<file path="config.mk">
export PLATFORM = sky130hd
export DESIGN_NAME = sdr_stage
export DESIGN_NICKNAME = d
export VERILOG_FILES = /design/src/hdl/sdr_pkg.sv /design/src/hdl/sdr_stage.sv
export SDC_FILE = /design/constraint.sdc
export NUM_CORES = 1
export LEC_CHECK = 0
export BUFFER_PORTS_ARGS = -buffer_cell sky130_fd_sc_hd__buf_2
export CAP_MARGIN = 20
export CORE_MARGIN = 4
export CORE_UTILIZATION = 45
export CTS_CLUSTER_DIAMETER = 150
export DETAILED_ROUTE_END_ITERATION = 6
export PLACE_DENSITY = 0.72
export RECOVER_POWER = 50
export SLEW_MARGIN = 15
export SYNTH_ARGS = -nofsm -noshare
export SYNTH_HDL_FRONTEND = slang
export SYNTH_SLANG_ARGS = --single-unit
</file>
<file path="constraint.sdc">
create_clock -name clk -period 0.8 [get_ports clk]
set_input_delay 0 -clock clk [delete_from_list [all_inputs] [get_ports clk]]
set_output_delay 0 -clock clk [all_outputs]
set_load 0.1 [all_outputs]
</file>
<file path="src/hdl/sdr_pkg.sv">
package sdr_pkg;

    localparam int DATA_WIDTH = 32;
    // input register, one register per quotient bit, output register
    localparam int LATENCY = DATA_WIDTH + 2;

    typedef logic [DATA_WIDTH-1:0] word_t;

    typedef struct packed {
        logic  valid;
        logic  neg_q;
        logic  neg_r;
        logic  dbz;
        word_t rem;
        word_t quo;
        word_t dvsr;
    } sdr_stage_t;

    function automatic word_t sdr_magnitude(input word_t v);
        word_t m;
        m = v[DATA_WIDTH-1] ? (~v + word_t'(1)) : v;
        return m;
    endfunction

    function automatic word_t sdr_negate_if(input word_t v, input logic neg);
        word_t m;
        m = neg ? (~v + word_t'(1)) : v;
        return m;
    endfunction

endpackage

</file>
<file path="src/hdl/sdr_stage.sv">
module sdr_stage (
    input  logic               clk,
    input  logic               rst_n,
    input  sdr_pkg::sdr_stage_t in_item,
    output sdr_pkg::sdr_stage_t out_item
);
    import sdr_pkg::*;

    logic [DATA_WIDTH:0] trial;
    logic [DATA_WIDTH:0] diff;
    sdr_stage_t          item_next;
    sdr_stage_t          item_reg;

    // shift the next dividend bit into the partial remainder, try a subtract
    always_comb
    begin
        trial     = {in_item.rem, in_item.quo[DATA_WIDTH-1]};
        diff      = trial - {1'b0, in_item.dvsr};
        item_next = in_item;
        if (!diff[DATA_WIDTH])
        begin
            item_next.rem = diff[DATA_WIDTH-1:0];
            item_next.quo = {in_item.quo[DATA_WIDTH-2:0], 1'b1};
        end
        else
        begin
            item_next.rem = trial[DATA_WIDTH-1:0];
            item_next.quo = {in_item.quo[DATA_WIDTH-2:0], 1'b0};
        end
    end

    always_ff @(posedge clk or negedge rst_n)
    begin
        if (!rst_n)
        begin
            item_reg <= '0;
        end
        else
        begin
            item_reg <= item_next;
        end
    end

    assign out_item = item_reg;

endmodule

</file>
==> impl_metrics.py, run 1 <==
metrics = {
    "yosys": {
        "async_flop_share": 1.00,
        "syn_area_um2": 4960,
        "synth_edf_count": 0,
        "synth-seq-area-share": 0.505,
        "synth.distinct_cells": 49,
        "syn-num-nets": 595,
        "synth_top_area_share": 0.505,
        "synthTopCellsByArea": "dfrtp_1, ha_1, mux2_4, a21oi_1, nand2_1",
        "ys_ff_latch": 100,
        "yosys_warnings": 0,
        "syn_inst": 460,
        "yosysTopAreaCell": "dfrtp_1",
        "synth_flop_cell": "dfrtp_1",
        "syn_avg_cell_area_um2": 10.8,
    },
    "placed_design": {
        "port_buffers": 201,
        "gp_congestion": 0.978,
        "place_area_um2": 8840,
        "dp_hpwl_mm": 14.0,
    },
    "cts": {
        "clock_sinks": 100,
        "cts-root-buf": "clkbuf_8",
        "clockBufferDepth": 2,
        "cts_buffers": 9,
        "cts_max_level": 3,
    },
    "global_route": {
        "grtUsageTotal": 0.719,
        "gr-total-overflow": 79,
        "grt_max_degree": 62,
        "antenna_found_initial": 3,
    },
    "floorplan": {
        "fp.dieW_um": 113,
        "die_h_um": 113,
        "start_util": 0.459,
        "io_pins": 202,
        "placementRows": 38,
    },
    "sta": {
        "worstEndpointType": "register input",
        "grt-worst-endpoint": "out_item[84]$_DFF_PN0_/D",
    },
    "status": {
        "status": "stopped before the end",
        "error": "[ERROR GRT-0232] Routing congestion too high. Check the congestion heatmap in the GUI.",
        "stop_stage": "5_1_grt",
    },
}
[per-layer routing]
metal  global-route usage  GRT overflow
met1                0.691             1
met2                0.927            39
met3                0.510             0
met4                0.796            39
met5                0.129             0
[synthesized netlist by cell type, types with 3 or more instances]
| master | number |
|---|---|
| nand2_1 | 44 |
| inv_1 | 41 |
| nand2b_1 | 5 |
| ha_1 | 32 |
| and2_1 | 3 |
| o21a_1 | 6 |
| xor2_1 | 10 |
| xnor2_1 | 14 |
| o21ai_0 | 24 |
| and3_1 | 6 |
| clkbuf_1 | 11 |
| a21oi_1 | 34 |
| nand3_1 | 11 |
| nand4_1 | 7 |
| nor2_1 | 16 |
| mux2_4 | 18 |
| buf_6 | 3 |
| a211oi_1 | 4 |
| a21o_1 | 15 |
| nor2b_1 | 5 |
| o21bai_1 | 5 |
| nor3_1 | 4 |
| dfrtp_1 | 100 |
| o31ai_1 | 5 |
| o211ai_1 | 8 |
[kinds of logic after synthesis]
group                    Yosys count  synth area share
AO/OA/AOI/OAI                    120             0.161
AND/OR/NAND/NOR                  108             0.105
flip-flops                       100             0.505
buffers and inverters             57            0.0480
adder cells (fa/ha/maj)           33            0.0848
XOR/XNOR                          24            0.0424
multiplexers                      18            0.0545
[timing repair]
| item | in CTS |
|---|---|
| hold endpoints to repair | 199 |
| gates resized for setup | 48 |
| cloned | 1 |
| pin swaps | 18 |
| hold buffers | 100 |
| buffers inserted | 19 |
| endpoints found under the setup margin | 133 |
[per-stage QoR]
step	worst slack, ns	util	std cells	setup TNS [ns]	hold WS [ns]
after floorplan	-1.45	-	460	-46.86	-0.296
after global placement	-1.68	0.819	923	-53.48	-0.0154
after detailed placement	-1.81	0.819	923	-56.52	-0.000423
after CTS	-1.19	0.968	1059	-54.28	0.0274
==> inputs of run 2 (changes only) <==
CORE_UTILIZATION = 30   (was 45)
CTS_CLUSTER_DIAMETER = default   (was 150)
PLACE_DENSITY = default   (was 0.72)
PLACE_DENSITY_LB_ADDON = 0.15   (was default)
==> impl_metrics.py, run 2 <==
metrics = {
    "global_route": {
        "grt_pass1_wl_mm": 28.5,
        "grtUsageTotal": 0.195,
        "antenna_found_initial": 1,
        "grt_pass1_vias": 5506,
        "gr-total-overflow": 0,
        "grt_max_degree": 40,
    },
    "floorplan": {
        "io_pins": 202,
        "fp.dieW_um": 137,
        "core-area_um2": 16100,
        "die-area_um2": 18600,
        "die_h_um": 137,
        "start_util": 0.309,
        "placementRows": 46,
    },
    "worst_setup_path": {
        "cp-end-kind": "register",
        "crit_path_start_kind": "input pin",
        "required_ns": 1.04,
        "crit_type": "in2reg",
        "worstSetupStartpoint": "in_item[76]",
        "worstPathMaxFanout": 9,
        "critical_path_arrival_ns": 2.27,
    },
    "power": {
        "p_int_uw": 12400,
        "powerDensity_nw_per_um2": 2010,
        "seq_power_share": 0.287,
        "swShare": 0.417,
        "p_comb_frac": 0.507,
        "p_leak_uw": 0.00503,
        "clockPowerShare": 0.206,
        "p_sw_uw": 8870,
        "irDropWorstVdd_mv": 1.07,
    },
    "finish": {
        "fill_cells": 1209,
        "drive_gt1_frac": 0.567,
        "nets": 1040,
        "largest_reg_flops": 100,
        "diodes": 0,
        "final_common_cell": "buf_4",
        "mostFrequentLayoutCells": "buf_4, buf_12, dlygate4sd3_1",
        "fin_util": 0.659,
        "area_growth_pct": 113,
    },
    "yosys": {
        "syn-num-nets": 595,
        "syn_area_um2": 4960,
        "synth_flop_cell": "dfrtp_1",
        "synth_top_area_share": 0.505,
        "async_flop_share": 1.00,
        "yosysMostFrequentCell": "dfrtp_1",
        "ys_ff_latch": 100,
        "synth-seq-area-share": 0.505,
        "yosys_warnings": 0,
        "synthTopCellsByArea": "dfrtp_1, ha_1, mux2_4, a21oi_1, nand2_1",
        "synth_edf_count": 0,
        "yosysTopAreaCell": "dfrtp_1",
        "synth_common_cells": "dfrtp_1, nand2_1, inv_1",
        "synth.distinct_cells": 49,
        "syn_inst": 460,
        "syn_avg_cell_area_um2": 10.8,
    },
    "sta": {
        "holdWs_ns": -0.208,
        "drv_slew": 0,
        "layout_min_cycle_time_ns": 2.03,
        "setup_viol": 133,
        "max_freq_mhz": 493,
        "hold_viol": 3,
        "final.setup.worst_slack_ns": -1.23,
        "rsz0062_at_grt": "yes",
        "fin_setup_tns_ns": -52.04,
        "slew_headroom": 0.635,
        "worst_pin_slew_ns": 0.543,
        "finalCritPeriodShare": 2.54,
    },
    "cts": {
        "cts-root-buf": "clkbuf_16",
        "clock_sinks": 100,
        "clk_pin_slew_worst_paths_ns": 0.08,
        "cts_buffers": 9,
        "cts_tree": "done",
        "clockBufferDepth": 2,
        "cts_max_level": 3,
        "cts_hold_buf": 96,
    },
    "detailed_routing": {
        "wl_per_cell_um": 15.8,
        "vias": 5096,
        "viasPerCell": 4.53,
        "drc": 0,
        "firstDrtPassIters": 4,
        "ant_nets": 0,
        "wl_mm": 17.8,
        "drt-initial-drc-count": 186,
    },
    "status": {
        "violations": "negative hold slack, negative setup slack",
        "status": "complete, but fails checks",
    },
    "placed_design": {
        "port_buffers": 201,
        "gp_congestion": 0.847,
        "dp_hpwl_mm": 13.8,
    },
    "min_path": {
        "holdCritPathClass": "in2reg",
        "hp-start": "in_item[0]",
    },
    "job": {
        "max_cap_viol_count": 0,
    },
}
run 2: cell counts after synthesis:
No cell type changed its count.
run 2: critical path: stages:
cell and delay (ns):
buf_8 0.10, ha_4 0.24, a21oi_4 0.16, o211ai_1 0.13, a221o_1 0.35, a211o_1 0.28, o211ai_1 0.29, o211ai_4 0.15
inv_4 0.12, buf_12 0.15, mux2_4 0.30
run 2: kinds of logic after synthesis:
group / Yosys count / synth area share
AO/OA/AOI/OAI: 120 / 0.161
XOR/XNOR: 24 / 0.0424
adder cells (fa/ha/maj): 33 / 0.0848
buffers and inverters: 57 / 0.0480
flip-flops: 100 / 0.505
multiplexers: 18 / 0.0545
AND/OR/NAND/NOR: 108 / 0.105
run 2: final cells by class:
cell class | count | area (um2) | area share
repair buffers | 449 | 4760 | 0.450
flip-flops and latches | 100 | 2610 | 0.246
multi-input cells | 303 | 2490 | 0.235
well taps | 216 | 270 | 0.0256
clock buffers | 9 | 225 | 0.0213
inverters | 42 | 168 | 0.0159
clock inverters | 7 | 66.3 | 0.00627
run 2: per-layer routing:
layer | vias up | routed length (um) | part of all wire | global-route usage
met5 | - | 13 | 0.00073 | 0
met4 | 2 | 233 | 0.013 | 0.0504
met3 | 13 | 990 | 0.056 | 0.0434
met2 | 147 | 8960 | 0.50 | 0.341
met1 | 2439 | 7640 | 0.43 | 0.242
li1 | 2495 | - | - | -
run 2: per-stage QoR:
step	cells	hold WS (ns)	setup slack [ns]	cell area, um2	power, uW
5_1_grt	1126	-0.220	-1.31	10600	22200
3_5_place_dp	998	-0.127	-1.77	8930	16200
2_1_floorplan	460	-0.296	-1.45	5180	11800
6_report	1126	-0.208	-1.23	10600	21300
4_1_cts	1117	-0.246	-1.22	10300	21200
3_3_place_gp	998	-0.135	-1.68	8930	16100
run 2: what timing repair did:
| action | CTS | global route |
|---|---|---|
| setup endpoints to repair | 133 | 133 |
| endpoints found under the hold margin | 198 | 3 |
| gates cloned | 0 | 1 |
| setup buffers | 7 | 8 |
| resized for setup | 20 | 48 |
| pin swaps | 10 | 21 |
run 2: power by group through the flow:
stage / logic [uW] / registers, uW / clock network, uW
after detailed placement: 9990 / 6210 / 0
after CTS: 10500 / 6120 / 4560
after global placement: 9920 / 6210 / 0
after floorplan: 1990 / 9770 / 0
final: 10800 / 6110 / 4390
after global routing: 11300 / 6160 / 4750
run 2: final timing paths:
check	endpoint	slack (ns)	cells past startpoint
setup / recovery	out_item[89]$_DFF_PN0_	-1.23	11
hold / removal	out_item[0]$_DFF_PN0_	-0.21	1
min in group asynchronous	out_item[66]$_DFF_PN0_	0.04	2
max in group asynchronous	out_item[50]$_DFF_PN0_	0.25	3
(Power assumes the default switching activity.)
==> inputs of run 3 (changes only) <==
CORE_MARGIN = 2   (was 4)
==> impl_metrics.py, run 3 (synthesis gave the netlist of run 2 again) <==
metrics = {
    "status": {
        "status": "complete, but fails checks",
        "violations": "negative setup slack",
    },
    "detailed_routing": {
        "drt-initial-drc-count": 209,
        "top_layer_used": "met4",
        "vias": 5034,
        "met1_length_mm": 7.51,
        "met2_wirelength_mm": 9.13,
        "wl_per_cell_um": 15.9,
        "route.met3.wl_um": 826,
        "drc": 0,
        "wl_mm": 17.6,
        "ant_nets": 0,
        "viasPerCell": 4.54,
        "firstDrtPassIters": 4,
    },
    "sta": {
        "finalCritPeriodShare": 2.51,
        "final.setup.worst_slack_ns": -1.21,
        "worst_pin_slew_ns": 0.742,
        "drv_slew": 0,
        "hold_viol": 0,
        "max_freq_mhz": 499,
        "slew_headroom": 0.505,
        "fin_setup_tns_ns": -60.80,
        "layout_min_cycle_time_ns": 2.01,
        "rsz0062_at_grt": "yes",
        "setup_viol": 226,
    },
    "worst_setup_path": {
        "worstPathMaxFanout": 8,
        "required_ns": 1.04,
        "cp-end-kind": "register",
        "worstSetupStartpoint": "in_item[76]",
        "crit_path_start_kind": "input pin",
        "critical_path_arrival_ns": 2.25,
        "crit_type": "in2reg",
    },
    "cts": {
        "clk_pin_slew_worst_paths_ns": 0.07,
        "clockBufferDepth": 2,
        "clock_sinks": 100,
        "cts_buffers": 9,
        "cts_max_level": 3,
        "cts-root-buf": "clkbuf_16",
        "cts_tree": "done",
    },
    "placed_design": {
        "place_area_um2": 8800,
        "dp_hpwl_mm": 13.0,
        "gp_congestion": 0.868,
        "port_buffers": 201,
    },
    "global_route": {
        "grtUsageTotal": 0.205,
        "gr-total-overflow": 0,
        "grt_pass1_vias": 5442,
        "grt_pass1_wl_mm": 28.4,
        "antenna_found_initial": 0,
        "grt_max_degree": 46,
    },
    "finish": {
        "largest_reg_flops": 100,
        "nets": 1024,
        "fin_util": 0.656,
        "final_common_cell": "buf_4",
        "final_cell_area_um2": 10500,
        "mostFrequentLayoutCells": "buf_4, buf_12, dlygate4sd3_1",
        "drive_gt1_frac": 0.553,
        "diodes": 0,
        "area_growth_pct": 112,
        "fill_cells": 1270,
    },
    "floorplan": {
        "die-area_um2": 17600,
        "start_util": 0.310,
        "placementRows": 46,
        "die_h_um": 133,
        "core-area_um2": 16000,
        "fp.dieW_um": 133,
        "io_pins": 202,
    },
    "power": {
        "irDropWorstVdd_mv": 1.63,
        "powerDensity_nw_per_um2": 2060,
        "p_leak_uw": 0.00499,
        "finalPower_uw": 21600,
    },
    "job": {
        "max_cap_viol_count": 0,
    },
    "min_path": {
        "holdCritPathClass": "in2reg",
        "holdPathStages": 3,
        "hp-start": "in_item[1]",
    },
}
run 3: worst paths after layout:
path	endpoint	slack [ns]
max	out_item[95]$_DFF_PN0_	-1.21
min	out_item[65]$_DFF_PN0_	0.06
max in group asynchronous	out_item[93]$_DFF_PN0_	-0.14
min in group asynchronous	out_item[68]$_DFF_PN0_	0.22
run 3: where the power goes:
group,total (uW),switching [uW],internal [uW]
combinational,10800,6220,4540
sequential,6110,472,5640
clock,4700,2180,2520
total,21600,8880,12700
run 3: area by class of cell:
| class | instances | area [um2] | area share |
|---|---|---|---|
| inverters | 42 | 168 | 0.0160 |
| clock buffers | 9 | 225 | 0.0215 |
| well taps | 216 | 270 | 0.0258 |
| repair buffers | 433 | 4660 | 0.445 |
| clock inverters | 7 | 91.3 | 0.00871 |
| flip-flops and latches | 100 | 2610 | 0.248 |
| multi-input cells | 303 | 2470 | 0.235 |
run 3: stage by stage:
| stage | hold slack [ns] | instances | setup slack [ns] |
|---|---|---|---|
| CTS | 0.0155 | 1109 | -1.21 |
| global route | 0.0714 | 1110 | -1.34 |
| finish | 0.0560 | 1110 | -1.21 |
| detailed placement | -0.143 | 983 | -1.80 |
| floorplan | -0.296 | 460 | -1.45 |
| global placement | -0.145 | 983 | -1.71 |
run 3: per-layer routing:
layer,global-route usage,up-vias
li1,-,2470
met1,0.251,2416
met2,0.367,139
met3,0.0506,9
met4,0.0412,0
met5,0,-
run 3: critical path, cell delays in order:
cell and delay (ns):
buf_8 0.10, ha_4 0.25, a21oi_4 0.15, o211ai_1 0.13
a221o_1 0.34, a211o_1 0.28, o21a_1 0.22, o211ai_4 0.23
inv_4 0.09, buf_12 0.16, mux2_4 0.30
run 3: timing repair:
item                       4_1_cts  5_1_grt
gates resized for setup         51       26
buffers inserted                 7        2
gates cloned                     2        0
pin swaps                       24       12
hold endpoints to repair       199        0
hold buffers                   101        0
setup endpoints to repair      133      133
